`src/fug_pkg.sv`:
```
package fug_pkg;

    localparam int NUM_SLOTS_DEF   = 4;
    localparam int COUNT_WIDTH_DEF = 16;
    localparam int MAX_SLOTS       = 4;

    localparam int OP_W     = 3;
    localparam int IMG_W    = 8;
    localparam int SLOTS_W  = 3;
    localparam int WINDOW_W = 16;
    localparam int CFG_W    = 16;
    localparam int CFG_IDX_W = 3;
    localparam int IN_DATA_W  = 16;
    localparam int OUT_DATA_W = 16;

    localparam logic [WINDOW_W-1:0] WINDOW_RESET = 16'd1000;

    typedef enum logic [2:0] {
        PH_IDLE   = 3'd0,
        PH_DRAIN  = 3'd1,
        PH_ARMED  = 3'd2,
        PH_ACTIVE = 3'd3,
        PH_LOCKED = 3'd4
    } phase_t;

    typedef enum logic [1:0] {
        ACT_NONE  = 2'd0,
        ACT_BEGIN = 2'd1,
        ACT_RETRY = 2'd2,
        ACT_ABORT = 2'd3
    } act_t;

    typedef enum logic [1:0] {
        NOTE_NONE     = 2'd0,
        NOTE_ACTIVE   = 2'd1,
        NOTE_INACTIVE = 2'd2
    } note_t;

    localparam logic [OP_W-1:0] OP_CHUNK   = 3'd0;
    localparam logic [OP_W-1:0] OP_STARTED = 3'd1;
    localparam logic [OP_W-1:0] OP_PENDING = 3'd2;
    localparam logic [OP_W-1:0] OP_STOPPED = 3'd3;
    localparam logic [OP_W-1:0] OP_TICK    = 3'd4;

    localparam logic [CFG_IDX_W-1:0] CFG_SLOTS  = 3'd0;
    localparam logic [CFG_IDX_W-1:0] CFG_SLOT0  = 3'd1;
    localparam logic [CFG_IDX_W-1:0] CFG_WINDOW = 3'd5;

    // Per-item answer, excluding the derived pending_reset bit.
    typedef struct packed {
        logic   busy;
        act_t   act;
        note_t  note;
        phase_t phase;
    } result_t;

endpackage

```
`src/fug_match.sv`:
```
module fug_match
    import fug_pkg::*;
#(
    parameter int NUM_SLOTS = NUM_SLOTS_DEF
) (
    input  logic [SLOTS_W-1:0] slots_in_use,
    input  logic [IMG_W-1:0]   slot_image [NUM_SLOTS],
    input  logic [IMG_W-1:0]   chunk_img,
    output logic               hit
);

    logic [NUM_SLOTS-1:0] slot_hit;

    // Compare against the registered slots only; a count above NUM_SLOTS covers all.
    always_comb
    begin
        for (int i = 0; i < NUM_SLOTS; i++)
        begin
            slot_hit[i] = (SLOTS_W'(i) < slots_in_use) && (slot_image[i] == chunk_img);
        end
    end

    assign hit = |slot_hit;

endmodule

```
`src/fug_step.sv`:
```
module fug_step
    import fug_pkg::*;
#(
    parameter int COUNT_WIDTH = COUNT_WIDTH_DEF
) (
    input  logic [OP_W-1:0]        op,
    input  logic                   first,
    input  logic                   drained,
    input  logic                   prot,
    input  phase_t                 phase,
    input  logic [COUNT_WIDTH-1:0] count,
    input  logic [COUNT_WIDTH-1:0] count_load,
    output phase_t                 phase_next,
    output logic [COUNT_WIDTH-1:0] count_next,
    output logic                   busy,
    output act_t                   act,
    output note_t                  note
);

    logic tick_expire;

    assign tick_expire = (count <= COUNT_WIDTH'(1));

    // Next phase and countdown.
    always_comb
    begin
        phase_next = phase;
        count_next = count;
        unique case (op)
            OP_CHUNK:
            begin
                if (first && !prot)
                begin
                    if (phase == PH_DRAIN || phase == PH_ARMED)
                    begin
                        phase_next = PH_IDLE;
                        count_next = '0;
                    end
                    else if (phase == PH_ACTIVE)
                    begin
                        phase_next = PH_LOCKED;
                        count_next = '0;
                    end
                end
                else if (first && phase == PH_IDLE)
                begin
                    phase_next = drained ? PH_ARMED : PH_DRAIN;
                    count_next = drained ? count : count_load;
                end
                else if (first && phase == PH_DRAIN)
                begin
                    phase_next = drained ? PH_ARMED : PH_IDLE;
                    count_next = '0;
                end
            end
            OP_STARTED:
            begin
                if (phase == PH_ARMED)
                    phase_next = PH_ACTIVE;
            end
            OP_PENDING:
            begin
                if (phase == PH_ARMED || phase == PH_ACTIVE)
                begin
                    phase_next = PH_LOCKED;
                    count_next = '0;
                end
            end
            OP_STOPPED:
            begin
                if (phase == PH_ARMED)
                begin
                    phase_next = PH_IDLE;
                    count_next = '0;
                end
                else if (phase == PH_ACTIVE)
                begin
                    phase_next = PH_LOCKED;
                    count_next = '0;
                end
            end
            OP_TICK:
            begin
                if (phase == PH_DRAIN)
                begin
                    phase_next = tick_expire ? PH_IDLE : PH_DRAIN;
                    count_next = tick_expire ? '0 : count - COUNT_WIDTH'(1);
                end
            end
            default:
            begin
                phase_next = phase;
            end
        endcase
    end

    // Answer fields.
    always_comb
    begin
        busy = 1'b0;
        act  = ACT_NONE;
        note = NOTE_NONE;
        unique case (op)
            OP_CHUNK:
            begin
                if (!first)
                    busy = prot && (phase == PH_IDLE || phase == PH_DRAIN);
                else if (!prot)
                begin
                    if (phase == PH_DRAIN || phase == PH_ARMED)
                        act = ACT_ABORT;
                    else if (phase == PH_ACTIVE)
                        note = NOTE_INACTIVE;
                end
                else if (phase == PH_IDLE)
                begin
                    act  = ACT_BEGIN;
                    busy = !drained;
                end
                else if (phase == PH_DRAIN)
                begin
                    act  = drained ? ACT_RETRY : ACT_ABORT;
                    busy = !drained;
                end
            end
            OP_STARTED:
            begin
                if (phase == PH_ARMED)
                    note = NOTE_ACTIVE;
            end
            OP_PENDING, OP_STOPPED:
            begin
                if (phase == PH_ACTIVE)
                    note = NOTE_INACTIVE;
                else if (op == OP_STOPPED && phase == PH_ARMED)
                    act = ACT_ABORT;
            end
            OP_TICK:
            begin
                if (phase == PH_DRAIN && tick_expire)
                    act = ACT_ABORT;
            end
            default:
            begin
                busy = 1'b0;
            end
        endcase
    end

endmodule

```
`src/firmware_upload_guard_fsm_core.sv`:
```
// Upload guard for protected firmware image slots.
//
// Input stream (s_*): one event per transfer. s_tuser carries the event kind
// (chunk, started, pending, stopped, tick); s_tdata carries the chunk's image
// index, its offset-zero flag and the readers-drained answer from the guard.
// Output stream (m_*): exactly one answer per event: busy, requested guard
// action, activity notice, the phase after the event, and the locked flag.
// Configuration: cfg_we/cfg_index/cfg_data write slot count, slot images and
// the retry window; write only while no answer is outstanding.
//
// The answer of an accepted event shows on m_tvalid in the next cycle. One event
// is taken per cycle while the answer register is empty or drained; the phase and
// countdown update in the same edge that loads the answer, so the next event sees them.
// A stalled answer holds in its register; s_tready stays high while m_tready
// is high, so back-to-back events flow as long as the receiver keeps taking.
// Reset clears the phase to idle, the countdown to zero and loads the
// configuration defaults (no slots in use, images 1..4, window 1000).
module firmware_upload_guard_fsm_core
    import fug_pkg::*;
#(
    parameter int NUM_SLOTS   = NUM_SLOTS_DEF,
    parameter int COUNT_WIDTH = COUNT_WIDTH_DEF
) (
    input  logic                  clk,
    input  logic                  rst_n,
    input  logic                  s_tvalid,
    output logic                  s_tready,
    input  logic [IN_DATA_W-1:0]  s_tdata,   // chunk_img[7:0], offset_is_zero[8],
                                             // readers_drained[9], zero fill
    input  logic [OP_W-1:0]       s_tuser,   // op[2:0]
    output logic                  m_tvalid,
    input  logic                  m_tready,
    output logic [OUT_DATA_W-1:0] m_tdata,   // busy_res[0], guard_action[2:1],
                                             // notify[4:3], phase_now[7:5],
                                             // pending_reset[8], zero fill
    input  logic                  cfg_we,
    input  logic [CFG_IDX_W-1:0]  cfg_index,
    input  logic [CFG_W-1:0]      cfg_data
);

    // Width wide enough to compare the window against the counter limit.
    localparam int WIDE_W = (COUNT_WIDTH > WINDOW_W) ? COUNT_WIDTH : WINDOW_W;

    // Configuration registers.
    logic [SLOTS_W-1:0]  slots_in_use_reg;
    logic [IMG_W-1:0]    slot_image_reg [NUM_SLOTS];
    logic [WINDOW_W-1:0] retry_window_reg;

    // Guard state.
    phase_t                 phase_reg;
    phase_t                 phase_next;
    logic [COUNT_WIDTH-1:0] count_reg;
    logic [COUNT_WIDTH-1:0] count_next;

    // Answer register.
    logic    m_tvalid_reg;
    result_t res_reg;
    result_t res_next;

    logic                   accept;
    logic                   prot;
    logic [WIDE_W-1:0]      window_wide;
    logic [WIDE_W-1:0]      count_max_wide;
    logic [COUNT_WIDTH-1:0] count_load;

    // Accept whenever the answer register is empty or being drained this cycle.
    assign s_tready = !m_tvalid_reg || m_tready;
    assign accept   = s_tvalid && s_tready;

    // Saturate the window to the counter width.
    assign window_wide    = WIDE_W'(retry_window_reg);
    assign count_max_wide = WIDE_W'({COUNT_WIDTH{1'b1}});
    assign count_load     = (window_wide > count_max_wide) ? {COUNT_WIDTH{1'b1}}
                                                           : COUNT_WIDTH'(window_wide);

    fug_match #(
        .NUM_SLOTS (NUM_SLOTS)
    ) u_match (
        .slots_in_use (slots_in_use_reg),
        .slot_image   (slot_image_reg),
        .chunk_img    (s_tdata[IMG_W-1:0]),
        .hit          (prot)
    );

    fug_step #(
        .COUNT_WIDTH (COUNT_WIDTH)
    ) u_step (
        .op         (s_tuser),
        .first      (s_tdata[IMG_W]),
        .drained    (s_tdata[IMG_W+1]),
        .prot       (prot),
        .phase      (phase_reg),
        .count      (count_reg),
        .count_load (count_load),
        .phase_next (phase_next),
        .count_next (count_next),
        .busy       (res_next.busy),
        .act        (res_next.act),
        .note       (res_next.note)
    );

    assign res_next.phase = phase_next;

    // Configuration writes; writes to slots past NUM_SLOTS drop.
    always_ff @(posedge clk or negedge rst_n)
    begin
        if (!rst_n)
        begin
            slots_in_use_reg <= '0;
            retry_window_reg <= WINDOW_RESET;
            for (int i = 0; i < NUM_SLOTS; i++)
            begin
                slot_image_reg[i] <= IMG_W'(i + 1);
            end
        end
        else if (cfg_we)
        begin
            if (cfg_index == CFG_SLOTS)
                slots_in_use_reg <= cfg_data[SLOTS_W-1:0];
            if (cfg_index == CFG_WINDOW)
                retry_window_reg <= cfg_data[WINDOW_W-1:0];
            for (int i = 0; i < NUM_SLOTS; i++)
            begin
                if (cfg_index == CFG_SLOT0 + CFG_IDX_W'(i))
                    slot_image_reg[i] <= cfg_data[IMG_W-1:0];
            end
        end
    end

    // Advance the guard state on every accepted event.
    always_ff @(posedge clk or negedge rst_n)
    begin
        if (!rst_n)
        begin
            phase_reg <= PH_IDLE;
            count_reg <= '0;
        end
        else if (accept)
        begin
            phase_reg <= phase_next;
            count_reg <= count_next;
        end
    end

    // Answer valid: load on accept, drop once taken.
    always_ff @(posedge clk or negedge rst_n)
    begin
        if (!rst_n)
            m_tvalid_reg <= 1'b0;
        else if (accept)
            m_tvalid_reg <= 1'b1;
        else if (m_tready)
            m_tvalid_reg <= 1'b0;
    end

    // Payload: hold while stalled.
    always_ff @(posedge clk)
    begin
        if (accept)
            res_reg <= res_next;
    end

    assign m_tvalid = m_tvalid_reg;
    assign m_tdata  = {7'b0, (res_reg.phase == PH_LOCKED), res_reg.phase,
                       res_reg.note, res_reg.act, res_reg.busy};

endmodule

```
`config.mk`:
```
export PLATFORM = sky130hd
export DESIGN_NAME = firmware_upload_guard_fsm_core
export DESIGN_NICKNAME = d
export VERILOG_FILES = /design/src/fug_pkg.sv /design/src/fug_match.sv /design/src/fug_step.sv /design/src/firmware_upload_guard_fsm_core.sv
export SDC_FILE = /design/constraint.sdc
export NUM_CORES = 1
export LEC_CHECK = 0
export ABC_AREA = 1
export BUFFER_PORTS_ARGS = -buffer_cell sky130_fd_sc_hd__buf_2
export CAP_MARGIN = 10
export CELL_PAD_IN_SITES_DETAIL_PLACEMENT = 1
export CELL_PAD_IN_SITES_GLOBAL_PLACEMENT = 1
export CORE_MARGIN = 1
export CORE_UTILIZATION = 46
export CTS_BUF_LIST = sky130_fd_sc_hd__clkbuf_2 sky130_fd_sc_hd__clkbuf_4 sky130_fd_sc_hd__clkbuf_8
export DETAILED_ROUTE_END_ITERATION = 6
export HOLD_SLACK_MARGIN = 0.06
export PLACE_DENSITY_LB_ADDON = 0.1
export SYNTH_ARGS = -nofsm -noshare
export SYNTH_HDL_FRONTEND = slang
export SYNTH_SLANG_ARGS = --single-unit
```
`constraint.sdc`:
```
create_clock -name clk -period 4.82 [get_ports clk]
set_clock_uncertainty 0.15 [all_clocks]
set_input_delay 0.482 -clock clk [delete_from_list [all_inputs] [get_ports clk]]
set_output_delay 0.482 -clock clk [all_outputs]
set_load 0.02 [all_outputs]
```
==> flow_summary_export.csv, run 1 <==
group,metric,value,unit
cts,clock-sinks,79,
timing,hold_slack,0.128,ns
route,viasPerCell,5.32,
power_and_ir_drop,combPwrFrac,30.9,%
cts,clock-root-buffer,"clkbuf_8",
die,rows,37,
power_and_ir_drop,seqPwrFrac,44.4,%
grt,track_usage,26.1,%
timing,fin_tns_setup,0,ns
cts,clk_pin_slew_worst_paths,0.09,ns
layout,antenna_cells,0,
die,core,10300,sq um
layout,drive_gt1_share,14.6,%
logic_synthesis,yosys.area.top_type,"dfrtp_1",
logic_synthesis,synth_top_family_by_area,"simple AND/OR/NAND/NOR gates",
logic_synthesis,synth-compound-area-share,10.3,%
placement,gp_congestion,0.822,
layout,register_area,2030,sq um
logic_synthesis,synthTopCellsByCount,"nand2_1, inv_1, nor2_1",
timing,finalSetupViolations,0,
timing,period_needed,2.76,ns
grt,first_global_vias,4751,
grt,grt_max_degree,43,
power_and_ir_drop,power.total,2130,uW
die,die_h,105,um
cts,cts_resized,0,
worst_setup_path,start_kind,"flop",
power_and_ir_drop,p_switching,829,uW
timing,clock.fmax,0.362,GHz
worst_setup_path,cp.required,4.78,ns
logic_synthesis,syn_inst,669,
cts,cts_buffer_depth,2,
power_and_ir_drop,clock_power_share,24.7,%
route,drcViolationCount,0,
layout,finish.net_count,750,
worst_setup_path,endpoint_kind,"flop",
route,wl_per_cell,15.7,um
outcome,status,"finished, final reports clean",
layout,syn2layout_area_growth,9.93,%
timing,fin_crit_sh,57.3,%
die,die_w,105,um
layout,stdcell_area,5350,sq um
worst_setup_path,path_max_fanout,16,
route,drt-pass1-iter-count,5,
min_path,hp-class,"in -> async",
layout,multi_input_area,2380,sq um
logic_synthesis,ys_warn_count,0,
die,dieArea,11000,sq um
die,start_util,47.3,%
grt,grt_pass1_wl,22.7,mm
power_and_ir_drop,leakagePower,0.00266,uW
logic_synthesis,synthesis.area_per_instance,7.27,sq um
cts,clk_latency,0.37,ns
logic_synthesis,async_reset_ff_share,89.9,%
cts,hold_buffers,0,
logic_synthesis,synth_xor_area_share,4.68,%
cts,tritoncts,"done",
route,ant_nets,0,
logic_synthesis,synth-edff-count,8,
logic_synthesis,yosys_most_used_dff,"dfrtp_1",
timing,tightest_slew,1.02,ns
cts,postCtsSetupRepairBufs,0,
power_and_ir_drop,peakVddDrop,0.162,mV
logic_synthesis,yosys.area_share.simple,31.0,%
power_and_ir_drop,switching_share,38.8,%
power_and_ir_drop,power_density,399,nW/um^2
route,vias,4498,
timing,finalHoldViolCount,0,
placement,hpwlAfterDp,9.65,mm
timing,slew_viol_final,0,
logic_synthesis,yosysTopAreaCellShare,30.9,%
worst_setup_path,worstPathArrival,2.72,ns
logic_synthesis,netlist_area,4860,sq um
logic_synthesis,yosysMostFrequentCell,"nand2_1",
die,io-pin-count,61,
worst_setup_path,critical_path_class,"reg -> reg",
logic_synthesis,synthAdderAreaFrac,0.515,%
layout,largest_register_ffs,32,
layout,fillers,1359,
logic_synthesis,synth.distinct_cells,40,
grt,antenna_found_initial,0,
cts,h-tree-depth,3,
placement,placed_area,5140,sq um
placement,port_buffers,47,
logic_synthesis,synth.area.top_cells,"dfrtp_1, nand2_1, o21ai_0, dfstp_2, inv_1",
timing,slew_headroom,31.9,%
logic_synthesis,ys_seq_area_share,41.8,%
power_and_ir_drop,p_int,1310,uW
run,max-cap-violations,0,
route,drt-initial-drc-count,174,
timing,rsz0062_at_grt,"no",
cts,cts_buffers,9,
grt,grt_overflow,0,
route,routed_wl,13.3,mm
logic_synthesis,muxShareOfSynthArea,1.85,%
logic_synthesis,synth-seq-cells,79,
-- critical path, cell delays in order (launching register included) --
cell and delay (ns):
dfrtp_1 0.44, inv_1 0.12, ha_1 0.20, nand2_1 0.10, nor2_1 0.17, nand2_1 0.13, nand2_1 0.09, nand2_1 0.09
nand2_1 0.49, nand3b_1 0.16, a21oi_1 0.22, nand3_1 0.14
-- cell usage in the layout, fill, tap and decap left out, types with 2 or more instances in the layout --
cell / instances
a21oi_1: 19
mux2_2: 8
nor2_8: 2
o211ai_1: 3
o21ai_0: 65
dfrtp_1: 60
nor2_4: 2
clkinv_4: 4
buf_4: 3
inv_1: 73
nor2_1: 68
nand2_4: 2
clkbuf_8: 9
inv_2: 4
inv_4: 2
buf_2: 47
nand2_2: 5
inv_6: 2
edfxtp_1: 8
nand3_1: 48
nand2_1: 194
xor2_1: 13
dfstp_2: 11
xnor2_1: 13
conb_1: 7
nor3_1: 6
ha_1: 2
nand4_1: 17
a31oi_1: 2
-- metrics by stage --
| stage | setup WS, ns | util (%) | cells |
|---|---|---|---|
| 2_1_floorplan | 2.56 | - | 675 |
| 3_3_place_gp | 2.18 | 50.0 | 830 |
| 3_5_place_dp | 2.07 | 50.0 | 830 |
| 4_1_cts | 2.06 | 52.0 | 846 |
| 5_1_grt | 1.87 | 52.0 | 846 |
| 6_report | 2.06 | 52.0 | 846 |
-- per-layer routing --
layer  global-route usage [%]  up-vias  routed length, um
li1                         -     2204                  -
met1                     31.7     2179               5800
met2                     46.2       90               6830
met3                     2.81       25                369
met4                     12.3        0                310
met5                        0        -                  0
-- worst paths after layout --
kind                                                       from                          endpoint  slack (ns)  depth (start not counted)
min in group clk                                   cfg_data[11]  retry_window_reg[11]$_DFFE_PN0P_        0.19                          2
worst max register to register         count_reg[0]$_DFFE_PN0P_              m_tdata[5]$_DFFE_PP_        2.06                         11
worst max-delay path                   count_reg[0]$_DFFE_PN0P_              m_tdata[5]$_DFFE_PP_        2.06                         11
worst min-delay path                                      rst_n          phase_reg[0]$_DFFE_PN0P_        0.13                          1
max in group asynchronous                                 rst_n    slot_image_reg[24]$_DFFE_PN1P_        3.38                          2
worst min register to register  retry_window_reg[6]$_DFFE_PN1P_   retry_window_reg[6]$_DFFE_PN1P_        0.35                          2
-- final cells by class --
type / count / share of cell area [%]
timing repair buffer: 50 / 4.82
inverter: 79 / 5.69
clock inverter: 7 / 1.50
multi-input combinational: 486 / 44.5
tap: 136 / 3.18
clock buffer: 9 / 2.32
sequential: 79 / 38.0
-- logic make-up (layout without fill, tap and decap cells) --
group                      Yosys count  in the layout
AOI/OAI and AO/OA                   95             95
xor gates and xnor gates            26             26
adders and majority gates            2              2
buffers and inverters              110            145
DFF                                 79             79
muxes                                8              8
other                                1              7
and+or+nand+nor                    348            348
-- power by group through the flow --
stage	combinational [uW]	clock (uW)	sequential, uW
6_report	659	526	949
5_1_grt	753	561	969
4_1_cts	664	539	947
3_5_place_dp	658	0	959
3_3_place_gp	622	0	949
2_1_floorplan	508	0	922
Power figures use the tool's default switching activity.
==> run 2: changes to the inputs <==
--- a/config.mk
+++ b/config.mk
@@ -11,7 +11,7 @@
 export CELL_PAD_IN_SITES_DETAIL_PLACEMENT = 1
 export CELL_PAD_IN_SITES_GLOBAL_PLACEMENT = 1
 export CORE_MARGIN = 1
-export CORE_UTILIZATION = 46
+export CORE_UTILIZATION = 40
 export CTS_BUF_LIST = sky130_fd_sc_hd__clkbuf_2 sky130_fd_sc_hd__clkbuf_4 sky130_fd_sc_hd__clkbuf_8
 export DETAILED_ROUTE_END_ITERATION = 6
 export HOLD_SLACK_MARGIN = 0.06
==> constraint.sdc (replaced) <==
create_clock -name clk -period 2.4 [get_ports clk]
set_clock_uncertainty 0.15 [all_clocks]
set_input_delay 0.24 -clock clk [delete_from_list [all_inputs] [get_ports clk]]
set_output_delay 0.24 -clock clk [all_outputs]
set_load 0.02 [all_outputs]
==> run 2 against run 1 <==
Sequential cell count is the same. Power grew 100%. Critical path type unchanged. The run now ends with DRC left. Global-route usage shrank 1.7 points. Count of clock-buffer cells in the layout is the same. Fmax grew 22%. Critical path depth is the same. Final cell count grew 3.7%. Worst setup slack lost 1.9 ns. Die area grew 15%. Largest power group unchanged. Non-clock buffer count grew 24. Final area grew 4.8%. Via count grew 1.1%.
==> flow_summary_export.csv, run 2 (same netlist as run 1, synthesis figures left out) <==
group,metric,value,unit
outcome,status,"finished with violations",
outcome,violations,"DRC",
worst_setup_path,reg2regPathDepth,11,
layout,syn2layout_area_growth,15.2,%
power_and_ir_drop,switching_share,38.5,%
timing,finalHoldViolCount,0,
route,wl_per_cell,16.1,um
placement,gp_congestion,0.850,
timing,slew_headroom,57.6,%
route,drcViolationCount,7,
route,ant_nets,0,
grt,antenna_found_initial,0,
placement,port_buffers,47,
die,core,11600,sq um
min_path,hold_path_end,"retry_window_reg[5]$_DFFE_PN1P_",
layout,mostFrequentLayoutCell,"nand2_1",
die,rows,39,
grt,track_usage,24.4,%
worst_setup_path,r2r_end,"m_tdata[5]$_DFFE_PP_",
cts,tritoncts,"done",
power_and_ir_drop,seqPwrFrac,43.8,%
power_and_ir_drop,peakVddDrop,0.336,mV
worst_setup_path,timing.rr.start,"count_reg[0]$_DFFE_PN0P_",
route,vias,4546,
die,start_util,41.9,%
timing,clock.fmax,0.442,GHz
layout,largest_register_ffs,32,
route,drt-pass1-iter-count,6,
grt,grt_pass1_wl,24.1,mm
power_and_ir_drop,combPwrFrac,32.4,%
layout,stdcell_area,5600,sq um
power_and_ir_drop,p_switching,1670,uW
cts,clock-sinks,79,
layout,drive_gt1_share,15.7,%
min_path,hold_start,"cfg_data[5]",
worst_setup_path,critical_path_class,"reg -> reg",
layout,antenna_cells,0,
route,routed_wl,14.1,mm
layout,finish.net_count,774,
timing,fin_crit_sh,94.2,%
worst_setup_path,worstPathArrival,2.23,ns
worst_setup_path,path_max_fanout,5,
timing,rsz0062_at_grt,"no",
die,die_w,112,um
die,io-pin-count,61,
route,viasPerCell,5.18,
min_path,hp-class,"in -> reg",
run,max-cap-violations,0,
cts,cts_buffers,9,
timing,period_needed,2.26,ns
timing,slew_viol_final,0,
timing,fin_tns_setup,0,ns
power_and_ir_drop,clock_power_share,23.8,%
cts,postCtsSetupRepairBufs,0,
power_and_ir_drop,leakagePower,0.00278,uW
grt,first_global_vias,4884,
cts,clock-root-buffer,"clkbuf_8",
cts,h-tree-depth,3,
worst_setup_path,endpoint_kind,"flop",
die,dieArea,12600,sq um
grt,grt_max_degree,51,
cts,cts_buffer_depth,2,
cts,clk_latency,0.38,ns
worst_setup_path,cp.required,2.37,ns
power_and_ir_drop,power_density,773,nW/um^2
placement,hpwlAfterDp,10.1,mm
worst_setup_path,reg2reg_slack,0.14,ns
route,drt-initial-drc-count,208,
layout,final_cell_mix,"nand2_1, inv_1, nor2_1",
placement,placed_area,5260,sq um
cts,clk_pin_slew_worst_paths,0.09,ns
min_path,hold_depth,3,
timing,tightest_slew,0.635,ns
power_and_ir_drop,p_int,2660,uW
die,die_h,112,um
grt,grt_overflow,0,
timing,finalSetupViolations,0,
worst_setup_path,crit_start,"count_reg[0]$_DFFE_PN0P_",
worst_setup_path,start_kind,"flop",
==> run 2: changes by cell type in the layout (fill, tap and decap cells not counted), moves of 2 or more <==
cell	previous run	this run
clkinv_2	0	2
buf_12	0	3
buf_4	3	10
clkinv_4	4	2
dlygate4sd3_1	0	14
==> run 2: cell type report <==
cell class                 count  area, sq um
multi-input combinational    486         2380
timing repair buffer          74          510
tap                          143          179
inverter                      79          304
clock buffer                   9          124
clock inverter                 7         70.1
sequential                    79         2030
fill                        1501         6010
==> run 2: how the worst max path moves through the flow <==
stage                                     end  slack, ns  cells after the start
floorplan           count_reg[10]$_DFFE_PN0P_       0.16                     11
global placement         m_tdata[5]$_DFFE_PP_       0.20                     11
detailed placement   phase_reg[0]$_DFFE_PN0P_       0.08                     13
CTS                      m_tdata[5]$_DFFE_PP_       0.04                     11
global route        count_reg[13]$_DFFE_PN0P_       0.01                      9
finish                   m_tdata[5]$_DFFE_PP_       0.14                     11
==> run 2: metrics by stage <==
step                hold slack [ns]  cells  power (uW)  setup slack, ns  util, %
CTS                          0.0608    877        4370           0.0413     48.2
finish                       0.0690    877        4330            0.138     48.2
detailed placement            0.116    847        3290           0.0822     45.3
floorplan                    -0.206    675        2870            0.159        -
global route                 0.0745    877        4640           0.0120     48.2
global placement              0.105    847        3220            0.202     45.3
==> run 2: what timing repair did <==
item	CTS	global route
setup endpoints to repair	0	8
endpoints found under the hold margin	38	0
hold buffers	14	0
resized for setup	0	2
==> run 2: critical path, stage by stage, from the launching register on <==
cell and delay, ns:
dfrtp_1 0.44, inv_1 0.11, ha_1 0.19, nand2_1 0.10, nor2_2 0.15, nand2_1 0.12
nand2_1 0.08, nand2_1 0.12, nand2_2 0.13, nand3b_1 0.08, a21oi_1 0.20, nand3_1 0.14
==> run 2: per-layer routing <==
metal | wire, um | GRT usage, % | vias up
li1 | - | - | 2249
met1 | 6720 | 31.5 | 2212
met2 | 6810 | 42.6 | 74
met3 | 430 | 3.13 | 11
met4 | 178 | 7.56 | 0
met5 | 0 | 0 | -
==> run 2: power groups by stage <==
stage,logic [uW],clock network (uW),registers [uW]
final,1400,1030,1900
after global routing,1600,1110,1940
after CTS,1410,1060,1900
after detailed placement,1370,0,1920
after global placement,1310,0,1910
after floorplan,1020,0,1850
